<file path="src/hw/rtl/i2cm_pkg.sv">
// Shared constants, types and codes for the I2C bit-level master.
package i2cm_pkg;

    // Slot counter width default and configuration register width
    localparam int SLOT_WIDTH_DEF = 16;
    localparam int CFG_W          = 16;
    localparam logic [CFG_W-1:0] SLOT_TICKS_RST = 16'd10;

    // Field widths
    localparam int MODE_W = 3;
    localparam int BYTE_W = 8;
    localparam int BIT_W  = 4;
    localparam int ERR_W  = 2;

    // Tick queue between front and engine
    localparam int Q_DEPTH = 4;
    localparam int Q_PTR_W = $clog2(Q_DEPTH);
    localparam int Q_CNT_W = $clog2(Q_DEPTH + 1);

    // Bit counts used by the sequencer
    localparam logic [BIT_W-1:0] BITS_PER_BYTE   = 4'd8;
    localparam logic [BIT_W-1:0] STOP_IDLE_SLOTS = 4'd4;

    // Command codes
    typedef enum logic [MODE_W-1:0] {
        MODE_START   = 3'd0,
        MODE_RESTART = 3'd1,
        MODE_STOP    = 3'd2,
        MODE_WRITE   = 3'd3,
        MODE_READ    = 3'd4
    } t_mode;

    // Sequencer phases
    typedef enum logic [4:0] {
        PH_IDLE       = 5'd0,
        PH_ST1        = 5'd1,
        PH_ST2        = 5'd2,
        PH_RS1        = 5'd3,
        PH_RS2        = 5'd4,
        PH_RS3        = 5'd5,
        PH_RS4        = 5'd6,
        PH_SP1        = 5'd7,
        PH_SP2        = 5'd8,
        PH_SP3        = 5'd9,
        PH_SP4        = 5'd10,
        PH_SP5        = 5'd11,
        PH_WR_HI      = 5'd12,
        PH_WR_LO      = 5'd13,
        PH_WR_ACKHI   = 5'd14,
        PH_WR_ACKSAMP = 5'd15,
        PH_RD_SAMP    = 5'd16,
        PH_RD_NEXT    = 5'd17,
        PH_RD_ACKHI   = 5'd18,
        PH_RD_ACKLO   = 5'd19,
        PH_RD_REL     = 5'd20
    } t_phase;

    // One classified tick as held in the queue
    typedef struct packed {
        logic              take;
        t_mode             mode;
        logic [BYTE_W-1:0] tx_byte;
        logic              last_read;
        logic              sda_level;
        logic              scl_level;
    } t_tick;

endpackage

</file>
<file path="src/hw/rtl/i2cm_if.sv">
// Channel interfaces: tick input, result output and configuration write.
interface i2cm_cmd_if;
    logic                         valid;
    logic                         ready;
    logic                         cmd_valid;
    logic [i2cm_pkg::MODE_W-1:0]  mode;
    logic [i2cm_pkg::BYTE_W-1:0]  tx_byte;
    logic                         last_read;
    logic                         sda_level;
    logic                         scl_level;

    modport source (output valid, cmd_valid, mode, tx_byte, last_read, sda_level, scl_level,
                    input ready);
    modport sink   (input valid, cmd_valid, mode, tx_byte, last_read, sda_level, scl_level,
                    output ready);
endinterface

interface i2cm_res_if;
    logic                         valid;
    logic                         ready;
    logic                         scl_pull_low;
    logic                         sda_pull_low;
    logic                         ready_res;
    logic                         done_res;
    logic [i2cm_pkg::BYTE_W-1:0]  rx_byte;
    logic                         ack_seen;
    logic [i2cm_pkg::ERR_W-1:0]   low_line_count;

    modport source (output valid, scl_pull_low, sda_pull_low, ready_res, done_res, rx_byte,
                    ack_seen, low_line_count, input ready);
    modport sink   (input valid, scl_pull_low, sda_pull_low, ready_res, done_res, rx_byte,
                    ack_seen, low_line_count, output ready);
endinterface

interface i2cm_cfg_if;
    logic                        valid;
    logic                        ready;
    logic [i2cm_pkg::CFG_W-1:0]  slot_ticks;

    modport source (output valid, slot_ticks, input ready);
    modport sink   (input valid, slot_ticks, output ready);
endinterface

</file>
<file path="src/hw/rtl/i2c_bit_level_master.sv">
// I2C bit-level master: one tick beat in, one result beat out.
// Throughput: one tick per clock cycle unless result-side stalls hold the engine.
// A tick passes through a queue slot, then its result beat through the output register;
// stalls on the result side back up the 4-deep tick queue.
// Reset: synchronous, active low; bus released, sequencer idle, slot length 10 ticks.
// No clearing pass is needed: the block takes ticks from the first cycle after reset.
module i2c_bit_level_master #(
    parameter int SLOT_WIDTH = i2cm_pkg::SLOT_WIDTH_DEF
) (
    input  logic       i_clk,
    input  logic       i_rst_n,
    i2cm_cmd_if.sink   i_cmd,
    i2cm_cfg_if.sink   i_cfg,
    i2cm_res_if.source o_res
);
    import i2cm_pkg::*;

    logic  w_full;
    logic  w_push;
    logic  w_q_valid;
    logic  w_pop;
    t_tick w_in_tick;
    t_tick w_q_tick;

    // Classify incoming ticks
    i2cm_front u_front (
        .i_cmd  (i_cmd),
        .i_full (w_full),
        .o_push (w_push),
        .o_tick (w_in_tick)
    );

    // Decouple front and engine
    i2cm_queue u_queue (
        .i_clk   (i_clk),
        .i_rst_n (i_rst_n),
        .i_push  (w_push),
        .i_tick  (w_in_tick),
        .o_full  (w_full),
        .o_valid (w_q_valid),
        .o_tick  (w_q_tick),
        .i_pop   (w_pop)
    );

    // Step the bus sequencer
    i2cm_engine #(
        .SLOT_WIDTH (SLOT_WIDTH)
    ) u_engine (
        .i_clk   (i_clk),
        .i_rst_n (i_rst_n),
        .i_cfg   (i_cfg),
        .i_valid (w_q_valid),
        .i_tick  (w_q_tick),
        .o_pop   (w_pop),
        .o_res   (o_res)
    );

endmodule

</file>
<file path="src/hw/rtl/i2cm_front.sv">
// Front end: takes tick beats and classifies the offered command.
module i2cm_front (
    i2cm_cmd_if.sink        i_cmd,
    input  logic            i_full,
    output logic            o_push,
    output i2cm_pkg::t_tick o_tick
);
    import i2cm_pkg::*;

    // Accept whenever the queue has room
    assign i_cmd.ready = ~i_full;
    assign o_push      = i_cmd.valid & ~i_full;

    // Decode the command; unknown codes are never taken
    always_comb begin
        o_tick.take      = 1'b0;
        o_tick.mode      = MODE_START;
        o_tick.tx_byte   = i_cmd.tx_byte;
        o_tick.last_read = i_cmd.last_read;
        o_tick.sda_level = i_cmd.sda_level;
        o_tick.scl_level = i_cmd.scl_level;
        unique case (i_cmd.mode) inside
            MODE_START, MODE_RESTART, MODE_STOP, MODE_WRITE, MODE_READ: begin
                o_tick.take = i_cmd.cmd_valid;
                o_tick.mode = t_mode'(i_cmd.mode);
            end
            default: begin
                o_tick.take = 1'b0;
            end
        endcase
    end

endmodule

</file>
<file path="src/hw/rtl/i2cm_queue.sv">
// Short tick queue between the front end and the bus engine.
module i2cm_queue (
    input  logic            i_clk,
    input  logic            i_rst_n,
    input  logic            i_push,
    input  i2cm_pkg::t_tick i_tick,
    output logic            o_full,
    output logic            o_valid,
    output i2cm_pkg::t_tick o_tick,
    input  logic            i_pop
);
    import i2cm_pkg::*;

    t_tick              r_slot [Q_DEPTH];
    logic [Q_PTR_W-1:0] r_wr_ptr;
    logic [Q_PTR_W-1:0] r_rd_ptr;
    logic [Q_CNT_W-1:0] r_count;

    assign o_full  = (r_count == Q_CNT_W'(Q_DEPTH));
    assign o_valid = (r_count != '0);
    assign o_tick  = r_slot[r_rd_ptr];

    // Pointers and fill level
    always_ff @(posedge i_clk) begin
        if (!i_rst_n) begin
            r_wr_ptr <= '0;
            r_rd_ptr <= '0;
            r_count  <= '0;
        end else begin
            if (i_push) r_wr_ptr <= r_wr_ptr + 1'b1;
            if (i_pop)  r_rd_ptr <= r_rd_ptr + 1'b1;
            case ({i_push, i_pop})
                2'b10:   r_count <= r_count + 1'b1;
                2'b01:   r_count <= r_count - 1'b1;
                default: r_count <= r_count;
            endcase
        end
    end

    // Storage
    always_ff @(posedge i_clk) begin
        if (i_push) r_slot[r_wr_ptr] <= i_tick;
    end

endmodule

</file>
<file path="src/hw/rtl/i2cm_engine.sv">
// Bus engine: steps the sequencer once per tick and registers the result beat.
module i2cm_engine #(
    parameter int SLOT_WIDTH = i2cm_pkg::SLOT_WIDTH_DEF
) (
    input  logic            i_clk,
    input  logic            i_rst_n,
    i2cm_cfg_if.sink        i_cfg,
    input  logic            i_valid,
    input  i2cm_pkg::t_tick i_tick,
    output logic            o_pop,
    i2cm_res_if.source      o_res
);
    import i2cm_pkg::*;

    // Configuration and sequencer state
    logic [CFG_W-1:0]      r_slot_ticks;
    t_phase                r_phase,   n_phase;
    logic [BIT_W-1:0]      r_bit,     n_bit;
    logic [SLOT_WIDTH-1:0] r_cnt,     n_cnt;
    logic [BYTE_W-1:0]     r_shift,   n_shift;
    logic                  r_scl,     n_scl;
    logic                  r_sda,     n_sda;
    logic                  r_nack,    n_nack;
    logic [BYTE_W-1:0]     r_rx,      n_rx;
    logic                  r_ack,     n_ack;
    logic [ERR_W-1:0]      r_err,     n_err;
    logic                  r_out_valid;

    logic [SLOT_WIDTH-1:0] w_slot_raw;
    logic [SLOT_WIDTH-1:0] w_slot_load;
    logic [SLOT_WIDTH-1:0] w_cnt_dec;
    logic                  w_fire;
    logic                  w_reload;
    logic                  w_done;
    logic [BIT_W-1:0]      w_bit_inc;

    // Configuration port never stalls
    assign i_cfg.ready = 1'b1;

    // Take the next tick whenever the output register is free or draining
    assign o_pop = i_valid & (~r_out_valid | o_res.ready);

    // Slot reload value: register fitted to the counter width, zero acts as one
    always_comb begin
        w_slot_raw = '0;
        for (int i = 0; i < SLOT_WIDTH && i < CFG_W; i++) begin
            w_slot_raw[i] = r_slot_ticks[i];
        end
        w_slot_load = (w_slot_raw == '0) ? SLOT_WIDTH'(1) : w_slot_raw;
    end

    assign w_cnt_dec = (r_cnt != '0) ? r_cnt - 1'b1 : '0;
    assign w_fire    = (w_cnt_dec == '0);
    assign w_bit_inc = r_bit + 1'b1;

    // Next phase and slot reload
    always_comb begin
        n_phase  = r_phase;
        w_reload = 1'b0;
        if (r_phase == PH_IDLE) begin
            if (i_tick.take) begin
                w_reload = 1'b1;
                unique case (i_tick.mode)
                    MODE_START:   n_phase = PH_ST1;
                    MODE_RESTART: n_phase = PH_RS1;
                    MODE_STOP:    n_phase = PH_SP1;
                    MODE_WRITE:   n_phase = PH_WR_HI;
                    MODE_READ:    n_phase = PH_RD_SAMP;
                    default:      n_phase = r_phase;
                endcase
            end
        end else if (w_fire) begin
            w_reload = 1'b1;
            unique case (r_phase)
                PH_ST1:      n_phase = PH_ST2;
                PH_RS1:      n_phase = PH_RS2;
                PH_RS2:      n_phase = PH_RS3;
                PH_RS3:      n_phase = PH_RS4;
                PH_SP1:      n_phase = PH_SP2;
                PH_SP2:      n_phase = PH_SP3;
                PH_SP3:      n_phase = PH_SP4;
                PH_SP4:      n_phase = PH_SP5;
                PH_SP5: begin
                    if (w_bit_inc >= STOP_IDLE_SLOTS) begin
                        n_phase  = PH_IDLE;
                        w_reload = 1'b0;
                    end
                end
                PH_WR_HI:    n_phase = PH_WR_LO;
                PH_WR_LO:    n_phase = (w_bit_inc < BITS_PER_BYTE) ? PH_WR_HI : PH_WR_ACKHI;
                PH_WR_ACKHI: n_phase = PH_WR_ACKSAMP;
                PH_RD_SAMP:  n_phase = PH_RD_NEXT;
                PH_RD_NEXT:  n_phase = (r_bit < BITS_PER_BYTE) ? PH_RD_SAMP : PH_RD_ACKHI;
                PH_RD_ACKHI: n_phase = PH_RD_ACKLO;
                PH_RD_ACKLO: n_phase = PH_RD_REL;
                default: begin
                    // end of start, repeated start, write ACK sample, read release
                    n_phase  = PH_IDLE;
                    w_reload = 1'b0;
                end
            endcase
        end
    end

    // Line drives, shift register, counters and flags
    always_comb begin
        n_bit   = r_bit;
        n_shift = r_shift;
        n_scl   = r_scl;
        n_sda   = r_sda;
        n_nack  = r_nack;
        n_rx    = r_rx;
        n_ack   = r_ack;
        n_err   = r_err;
        if (w_reload)               n_cnt = w_slot_load;
        else if (r_phase != PH_IDLE) n_cnt = w_cnt_dec;
        else                         n_cnt = r_cnt;

        if (r_phase == PH_IDLE) begin
            if (i_tick.take) begin
                unique case (i_tick.mode)
                    MODE_START:   n_sda = 1'b1;
                    MODE_RESTART: n_sda = 1'b0;
                    MODE_STOP:    n_scl = 1'b1;
                    MODE_WRITE: begin
                        n_shift = i_tick.tx_byte;
                        n_bit   = '0;
                        n_sda   = ~i_tick.tx_byte[BYTE_W-1];
                    end
                    MODE_READ: begin
                        n_nack  = i_tick.last_read;
                        n_shift = '0;
                        n_bit   = '0;
                        n_sda   = 1'b0;
                        n_scl   = 1'b0;
                    end
                    default: n_sda = r_sda;
                endcase
            end
        end else if (w_fire) begin
            unique case (r_phase)
                PH_ST1: n_scl = 1'b1;
                PH_RS1: n_scl = 1'b0;
                PH_RS2: n_sda = 1'b1;
                PH_RS3: n_scl = 1'b1;
                PH_SP1: n_sda = 1'b1;
                PH_SP2: n_scl = 1'b0;
                PH_SP3: n_sda = 1'b0;
                PH_SP4: begin
                    // count lines found low after the stop
                    n_err = {1'b0, ~i_tick.scl_level} + {1'b0, ~i_tick.sda_level};
                    n_bit = '0;
                end
                PH_SP5: n_bit = w_bit_inc;
                PH_WR_HI: n_scl = 1'b0;
                PH_WR_LO: begin
                    n_scl   = 1'b1;
                    n_shift = {r_shift[BYTE_W-2:0], 1'b0};
                    n_bit   = w_bit_inc;
                    n_sda   = (w_bit_inc < BITS_PER_BYTE) ? ~r_shift[BYTE_W-2] : 1'b0;
                end
                PH_WR_ACKHI: n_scl = 1'b0;
                PH_WR_ACKSAMP: begin
                    n_ack = ~i_tick.sda_level;
                    n_scl = 1'b1;
                end
                PH_RD_SAMP: begin
                    n_shift = {r_shift[BYTE_W-2:0], i_tick.sda_level};
                    n_scl   = 1'b1;
                    n_bit   = w_bit_inc;
                end
                PH_RD_NEXT: begin
                    if (r_bit < BITS_PER_BYTE) n_scl = 1'b0;
                    else                       n_sda = ~r_nack;
                end
                PH_RD_ACKHI: n_scl = 1'b0;
                PH_RD_ACKLO: n_scl = 1'b1;
                PH_RD_REL: begin
                    n_sda = 1'b0;
                    n_rx  = r_shift;
                end
                default: n_scl = r_scl;
            endcase
        end
    end

    assign w_done = (r_phase != PH_IDLE) & w_fire & (n_phase == PH_IDLE);

    // Configuration register
    always_ff @(posedge i_clk) begin
        if (!i_rst_n) begin
            r_slot_ticks <= SLOT_TICKS_RST;
        end else if (i_cfg.valid) begin
            r_slot_ticks <= i_cfg.slot_ticks;
        end
    end

    // Sequencer state advances once per tick taken
    always_ff @(posedge i_clk) begin
        if (!i_rst_n) begin
            r_phase <= PH_IDLE;
            r_bit   <= '0;
            r_cnt   <= '0;
            r_shift <= '0;
            r_scl   <= 1'b0;
            r_sda   <= 1'b0;
            r_nack  <= 1'b0;
            r_rx    <= '0;
            r_ack   <= 1'b0;
            r_err   <= '0;
        end else if (o_pop) begin
            r_phase <= n_phase;
            r_bit   <= n_bit;
            r_cnt   <= n_cnt;
            r_shift <= n_shift;
            r_scl   <= n_scl;
            r_sda   <= n_sda;
            r_nack  <= n_nack;
            r_rx    <= n_rx;
            r_ack   <= n_ack;
            r_err   <= n_err;
        end
    end

    // Result beat register
    always_ff @(posedge i_clk) begin
        if (!i_rst_n) begin
            r_out_valid <= 1'b0;
        end else if (o_pop) begin
            r_out_valid <= 1'b1;
        end else if (o_res.ready) begin
            r_out_valid <= 1'b0;
        end
    end

    always_ff @(posedge i_clk) begin
        if (o_pop) begin
            o_res.scl_pull_low   <= n_scl;
            o_res.sda_pull_low   <= n_sda;
            o_res.ready_res      <= (n_phase == PH_IDLE);
            o_res.done_res       <= w_done;
            o_res.rx_byte        <= n_rx;
            o_res.ack_seen       <= n_ack;
            o_res.low_line_count <= n_err;
        end
    end

    assign o_res.valid = r_out_valid;

endmodule

</file>
<file path="src/flat_wrapper.sv">
// flat-port wrapper written by rule: the top's interface ports become plain ports
module i2c_bit_level_master_flat import i2cm_pkg::*;
#(
    parameter int SLOT_WIDTH = i2cm_pkg::SLOT_WIDTH_DEF
)
  (i_clk, i_rst_n, i_cmd_valid, i_cmd_cmd_valid, i_cmd_mode, i_cmd_tx_byte, i_cmd_last_read, i_cmd_sda_level, i_cmd_scl_level, i_cmd_ready, i_cfg_valid, i_cfg_slot_ticks, i_cfg_ready, o_res_valid, o_res_scl_pull_low, o_res_sda_pull_low, o_res_ready_res, o_res_done_res, o_res_rx_byte, o_res_ack_seen, o_res_low_line_count, o_res_ready);
  i2cm_cmd_if i_cmd_i ();
  i2cm_cfg_if i_cfg_i ();
  i2cm_res_if o_res_i ();
  input  logic i_clk;
  input  logic i_rst_n;
  input wire logic [$bits(i_cmd_i.valid)-1:0] i_cmd_valid;
  input wire logic [$bits(i_cmd_i.cmd_valid)-1:0] i_cmd_cmd_valid;
  input wire logic [$bits(i_cmd_i.mode)-1:0] i_cmd_mode;
  input wire logic [$bits(i_cmd_i.tx_byte)-1:0] i_cmd_tx_byte;
  input wire logic [$bits(i_cmd_i.last_read)-1:0] i_cmd_last_read;
  input wire logic [$bits(i_cmd_i.sda_level)-1:0] i_cmd_sda_level;
  input wire logic [$bits(i_cmd_i.scl_level)-1:0] i_cmd_scl_level;
  output wire logic [$bits(i_cmd_i.ready)-1:0] i_cmd_ready;
  input wire logic [$bits(i_cfg_i.valid)-1:0] i_cfg_valid;
  input wire logic [$bits(i_cfg_i.slot_ticks)-1:0] i_cfg_slot_ticks;
  output wire logic [$bits(i_cfg_i.ready)-1:0] i_cfg_ready;
  output wire logic [$bits(o_res_i.valid)-1:0] o_res_valid;
  output wire logic [$bits(o_res_i.scl_pull_low)-1:0] o_res_scl_pull_low;
  output wire logic [$bits(o_res_i.sda_pull_low)-1:0] o_res_sda_pull_low;
  output wire logic [$bits(o_res_i.ready_res)-1:0] o_res_ready_res;
  output wire logic [$bits(o_res_i.done_res)-1:0] o_res_done_res;
  output wire logic [$bits(o_res_i.rx_byte)-1:0] o_res_rx_byte;
  output wire logic [$bits(o_res_i.ack_seen)-1:0] o_res_ack_seen;
  output wire logic [$bits(o_res_i.low_line_count)-1:0] o_res_low_line_count;
  input wire logic [$bits(o_res_i.ready)-1:0] o_res_ready;
  assign i_cmd_i.valid = i_cmd_valid;
  assign i_cmd_i.cmd_valid = i_cmd_cmd_valid;
  assign i_cmd_i.mode = i_cmd_mode;
  assign i_cmd_i.tx_byte = i_cmd_tx_byte;
  assign i_cmd_i.last_read = i_cmd_last_read;
  assign i_cmd_i.sda_level = i_cmd_sda_level;
  assign i_cmd_i.scl_level = i_cmd_scl_level;
  assign i_cmd_ready = i_cmd_i.ready;
  assign i_cfg_i.valid = i_cfg_valid;
  assign i_cfg_i.slot_ticks = i_cfg_slot_ticks;
  assign i_cfg_ready = i_cfg_i.ready;
  assign o_res_valid = o_res_i.valid;
  assign o_res_scl_pull_low = o_res_i.scl_pull_low;
  assign o_res_sda_pull_low = o_res_i.sda_pull_low;
  assign o_res_ready_res = o_res_i.ready_res;
  assign o_res_done_res = o_res_i.done_res;
  assign o_res_rx_byte = o_res_i.rx_byte;
  assign o_res_ack_seen = o_res_i.ack_seen;
  assign o_res_low_line_count = o_res_i.low_line_count;
  assign o_res_i.ready = o_res_ready;
  i2c_bit_level_master #(.SLOT_WIDTH(SLOT_WIDTH)) u_core (.i_clk(i_clk), .i_rst_n(i_rst_n), .i_cmd(i_cmd_i), .i_cfg(i_cfg_i), .o_res(o_res_i));
endmodule
</file>
<file path="config.mk">
export PLATFORM = sky130hd
export DESIGN_NAME = i2c_bit_level_master_flat
export DESIGN_NICKNAME = d
export VERILOG_FILES = /design/src/hw/rtl/i2cm_pkg.sv /design/src/hw/rtl/i2cm_if.sv /design/src/hw/rtl/i2c_bit_level_master.sv /design/src/hw/rtl/i2cm_front.sv /design/src/hw/rtl/i2cm_queue.sv /design/src/hw/rtl/i2cm_engine.sv /design/src/flat_wrapper.sv
export SDC_FILE = /design/constraint.sdc
export NUM_CORES = 1
export LEC_CHECK = 0
export BUFFER_PORTS_ARGS = -buffer_cell sky130_fd_sc_hd__buf_2
export CORE_ASPECT_RATIO = 0.9
export CORE_UTILIZATION = 35
export DETAILED_ROUTE_END_ITERATION = 16
export GPL_ROUTABILITY_DRIVEN = 1
export HOLD_SLACK_MARGIN = 0.03
export PLACE_DENSITY = 0.62
export REMOVE_ABC_BUFFERS = 1
export SETUP_SLACK_MARGIN = 0.1
export SLEW_MARGIN = 20
export SYNTH_ARGS = -nofsm -noshare
export SYNTH_HDL_FRONTEND = slang
export SYNTH_SLANG_ARGS = --single-unit
export TNS_END_PERCENT = 50
</file>
<file path="constraint.sdc">
create_clock -name i_clk -period 3 [get_ports i_clk]
set_input_delay 0.15 -clock i_clk [delete_from_list [all_inputs] [get_ports i_clk]]
set_output_delay 0.15 -clock i_clk [all_outputs]
set_load 0.03 [all_outputs]
</file>
==> metrics.md <==
| Metric | Value |
|---|---|
| Status | `finished, final reports clean` |
| Met2 Usage GRT | `26.5%` |
| Root buf cell | `clkbuf_16` |
| NetSw | `3.97 mW` |
| Seq/Total Area, Yosys | `51.1%` |
| CTS tree | `done` |
| Die ar. | `21400 um2` |
| Sink Count | `148` |
| Critical Path, Cell by Cell | `nor4_4, buf_4, nand3_2, o41ai_4, a41oi_4, o31a_1, or4b_1, buf_6, mux2i_1` |
| EDFF count, synth | `75` |
| CP Max Fanout | `8` |
| Clk_lat worst skew | `0.43 ns` |
| Antenna fix cells | `0` |
| Final Slew Violations | `0` |
| Largest net degree at the start of global routing | `34` |
| Pwr Total | `9.61 mW` |
| First-pass GRT wire length | `28600 um` |
| Post-layout util | `44.4%` |
| Num CTS Buffers | `17` |
| Slew at the pin closest to its max-slew limit | `0.764 ns` |
| Die width | `154 um` |
| Post-DR wirelength/cell | `16.8 um` |
| HPWL Detailed | `12000 um` |
| Starting Density | `36.1%` |
| Final net count | `818` |
| Ys Warns | `0` |
| Global routing usage on met3 | `2.50%` |
| Top Usage Layer GRT | `met2` |
| Hold path depth | `2` |
| Cell Int Power | `5.65 mW` |
| Comb pwr share | `48.2%` |
| Flop and latch count out of synthesis | `148` |
| Avg Vias per Cell | `5.37` |
| Syn Std Cell Area | `7270 um2` |
| Commonest cells post-synth | `nand2_1 (76), edfxtp_1 (75), dfxtp_1 (73)` |
| Worst Setup SP | `u_core.u_engine.r_cnt[3]` |
| Peak Freq | `352 MHz` |
| H-tree levels | `4` |
| Most common cell in the netlist | `nand2_1` |
| Final setup viols | `0` |
| I/O Buffers | `52` |
| Power Density | `1070 nW/um2` |
| Critical Path RT | `3.32 ns` |
| Initial antenna violation count | `0` |
| Max-Slew Margin vs Limit | `49.1%` |
| Crit. End Element | `flop` |
| Reg-to-Reg Start | `u_core.u_engine.r_cnt[3]` |
| Cell count of the worst reg-to-reg path | `9` |
| Final wirelength | `17500 um` |
| Critical Path AT | `3.16 ns` |
| Iteration count of the initial detailed-routing pass | `5` |
| Number of max-cap violations | `0` |
| Share of cells above drive strength 1 | `22.9%` |
| Grt met1 use | `23.6%` |
| Avg Inst Size Synth | `10.8 um2` |
| Max clock buf depth | `2` |
| Final Hold Vio Count | `0` |
| Design Area, Final | `8950 um2` |
| Top FF cell, synth | `edfxtp_1` |
| Flop pwr share | `29.2%` |
| Number of distinct library cells after synthesis | `77` |
| Multi-input logic area | `3340 um2` |
| Die Height | `139 um` |
| Post-layout min period | `2.84 ns` |
| Crit Path Class | `reg -> reg` |
| Register area | `3720 um2` |
| Area grow syn2layout | `23.0%` |
| Iteration-0 DRC Markers | `487` |
| RR Endpoint | `u_core.u_engine.r_shift[2]` |
| CP Launch Type | `flop` |
| Post-synth top area share | `31.0%` |
| Largest area contributor in the netlist | `edfxtp_1` |
| WP depth | `9` |
| Placer congestion estimate | `0.913` |
| Top area cells in the synthesized netlist | `edfxtp_1 (31%), dfxtp_1 (20%), mux2i_1 (6.3%)` |
| # fillers | `1831` |
| Vias | `5591` |
| Mapped Cells | `672` |
| CP max stage delay | `0.50 ns` |
| Max VDD drop | `0.770 mV` |
| Post-synth ARST share | `0%` |
| Min-Delay Path Class | `in -> reg` |
| Critical-path top delay cell | `or4b_1` |
| CP endpoint | `u_core.u_engine.r_shift[2]` |
| Core ar. | `20200 um2` |
| Drc violations | `0` |
| Flop2flop setup slack | `0.16 ns` |
| P_leak | `3.47 nW` |
| Buf/Inv on CP | `2` |
| Clock-pin slew on the worst setup and hold paths | `0.07 ns` |
| Clk pwr share | `22.6%` |
| RSZ-0062 raised after global routing | `true` |
| I/O pins | `54` |
| GRT Total Usage | `17.0%` |
| Vias in the first global route | `5373` |
| Largest delay share family, worst path | `compound AO/OA/AOI/OAI gates` |
| Clk_skew | `0.0105 ns` |
| Cell Rows | `49` |
| Antenna-violating nets left | `0` |
| Net Sw Frac | `41.3%` |
| Grt ovf | `0` |
| Tcrit/Tclk final | `94.8%` |
| Placement Cell Area | `7970 um2` |
## flip-flops by register name, indices dropped and copies added, names as in the netlist, 3 cells and up, named ones only
register and count:
u_core.u_queue.r_count 3, u_core.u_queue.r_slot 60, u_core.u_engine.o_res.rx_byte 8, u_core.u_engine.r_slot_ticks 16, u_core.u_engine.r_shift 8, u_core.u_engine.r_bit 4, u_core.u_engine.r_phase 5, u_core.u_engine.r_rx 8
u_core.u_engine.r_cnt 16
## cell families after synthesis
group / after synthesis / share of synthesized area (%)
compound gates: 125 / 12.5
simple gates: 244 / 17.3
fa+ha+maj: 9 / 1.65
mux: 72 / 12.5
xor+xnor: 11 / 1.32
flops: 148 / 51.1
other cells: 1 / 0.0516
buf+inv: 62 / 3.56
## worst register-to-register path, stage by stage (launching register included)
cell and delay [ns]:
dfxtp_2 0.38, nor4_4 0.30, buf_4 0.16, nand3_2 0.10
o41ai_4 0.45, a41oi_4 0.19, o31a_1 0.38, or4b_1 0.50
buf_6 0.17, mux2i_1 0.12
## cell type report
| class | count | share of cell area [%] |
|---|---|---|
| Clock buffer | 17 | 4.75 |
| Clock inverter | 15 | 2.04 |
| Inverter | 20 | 0.839 |
| Multi-Input combinational cell | 462 | 37.4 |
| Sequential cell | 148 | 41.5 |
| Tap cell | 255 | 3.57 |
| Timing Repair Buffer | 124 | 9.89 |
## timing repair
action,in CTS,in global routing
endpoints found under the setup margin,8,16
gates cloned,0,0
setup buffers,0,6
endpoints found under the hold margin,60,0
hold buffers,27,0
gates resized for setup,1,10
pin swaps,0,5
## per-layer routing
metal / wire length, um / share of wire, % / vias up
met3: 865 / 4.9 / 27
met4: 328 / 1.9 / 0
met5: 0 / 0 / -
met2: 8200 / 47 / 166
met1: 8130 / 46 / 2688
li1: - / - / 2710
## worst min path at each step
stage / to / slack, ns / startpoint
4_1_cts: u_core.u_queue.r_slot[1][13] / 0.05 / i_cmd_mode[0]
6_report: u_core.u_queue.r_slot[1][13] / 0.07 / i_cmd_mode[0]
3_3_place_gp: u_core.u_queue.r_slot[0][7] / 0.37 / i_cmd_tx_byte[4]
5_1_grt: u_core.u_queue.r_slot[2][13] / 0.08 / i_cmd_mode[0]
3_5_place_dp: u_core.u_queue.r_slot[0][10] / 0.37 / i_cmd_tx_byte[7]
2_1_floorplan: u_core.u_engine.r_slot_ticks[1] / 0.21 / i_rst_n
## cells in the final DEF, fill, tap and decap left out, types with 5 or more instances in the layout
| cell | count |
|---|---|
| and2_1 | 8 |
| nand3_1 | 23 |
| buf_2 | 52 |
| ha_1 | 7 |
| o22ai_1 | 5 |
| nor3_1 | 18 |
| nor2_1 | 47 |
| dfxtp_1 | 71 |
| dlygate4sd3_1 | 27 |
| a22o_1 | 7 |
| mux2_2 | 12 |
| mux4_2 | 14 |
| nor2b_1 | 10 |
| inv_8 | 5 |
| a211oi_1 | 7 |
| xnor2_1 | 7 |
| o21ai_0 | 26 |
| inv_1 | 19 |
| mux2i_1 | 45 |
| a21oi_1 | 21 |
| edfxtp_1 | 75 |
| nand2_1 | 76 |
| nand2b_1 | 10 |
| buf_4 | 43 |
| and3_1 | 7 |
| a31oi_1 | 12 |
| clkbuf_16 | 17 |
| or3_1 | 7 |
| nor4_1 | 8 |
## through the flow
step	setup slack [ns]	hold WS, ns	setup TNS, ns	cells
after floorplan	-0.111	0.212	-0.917	630
after global placement	0.174	0.370	0	976
after global routing	0.0738	0.0792	0	1041
after detailed placement	0.113	0.370	0	976
final	0.155	0.0671	0	1041
after CTS	0.119	0.0530	0	1035
## power groups by stage
| stage | sequential, mW | combinational (mW) | clock [mW] |
|---|---|---|---|
| 6_report | 2.81 | 4.63 | 2.18 |
| 5_1_grt | 2.85 | 5.03 | 2.29 |
| 4_1_cts | 2.80 | 4.41 | 2.21 |
| 3_5_place_dp | 2.84 | 4.34 | 0 |
| 3_3_place_gp | 2.84 | 4.35 | 0 |
| 2_1_floorplan | 3.01 | 2.69 | 0 |
No activity file was read; power rests on OpenSTA's default activity.
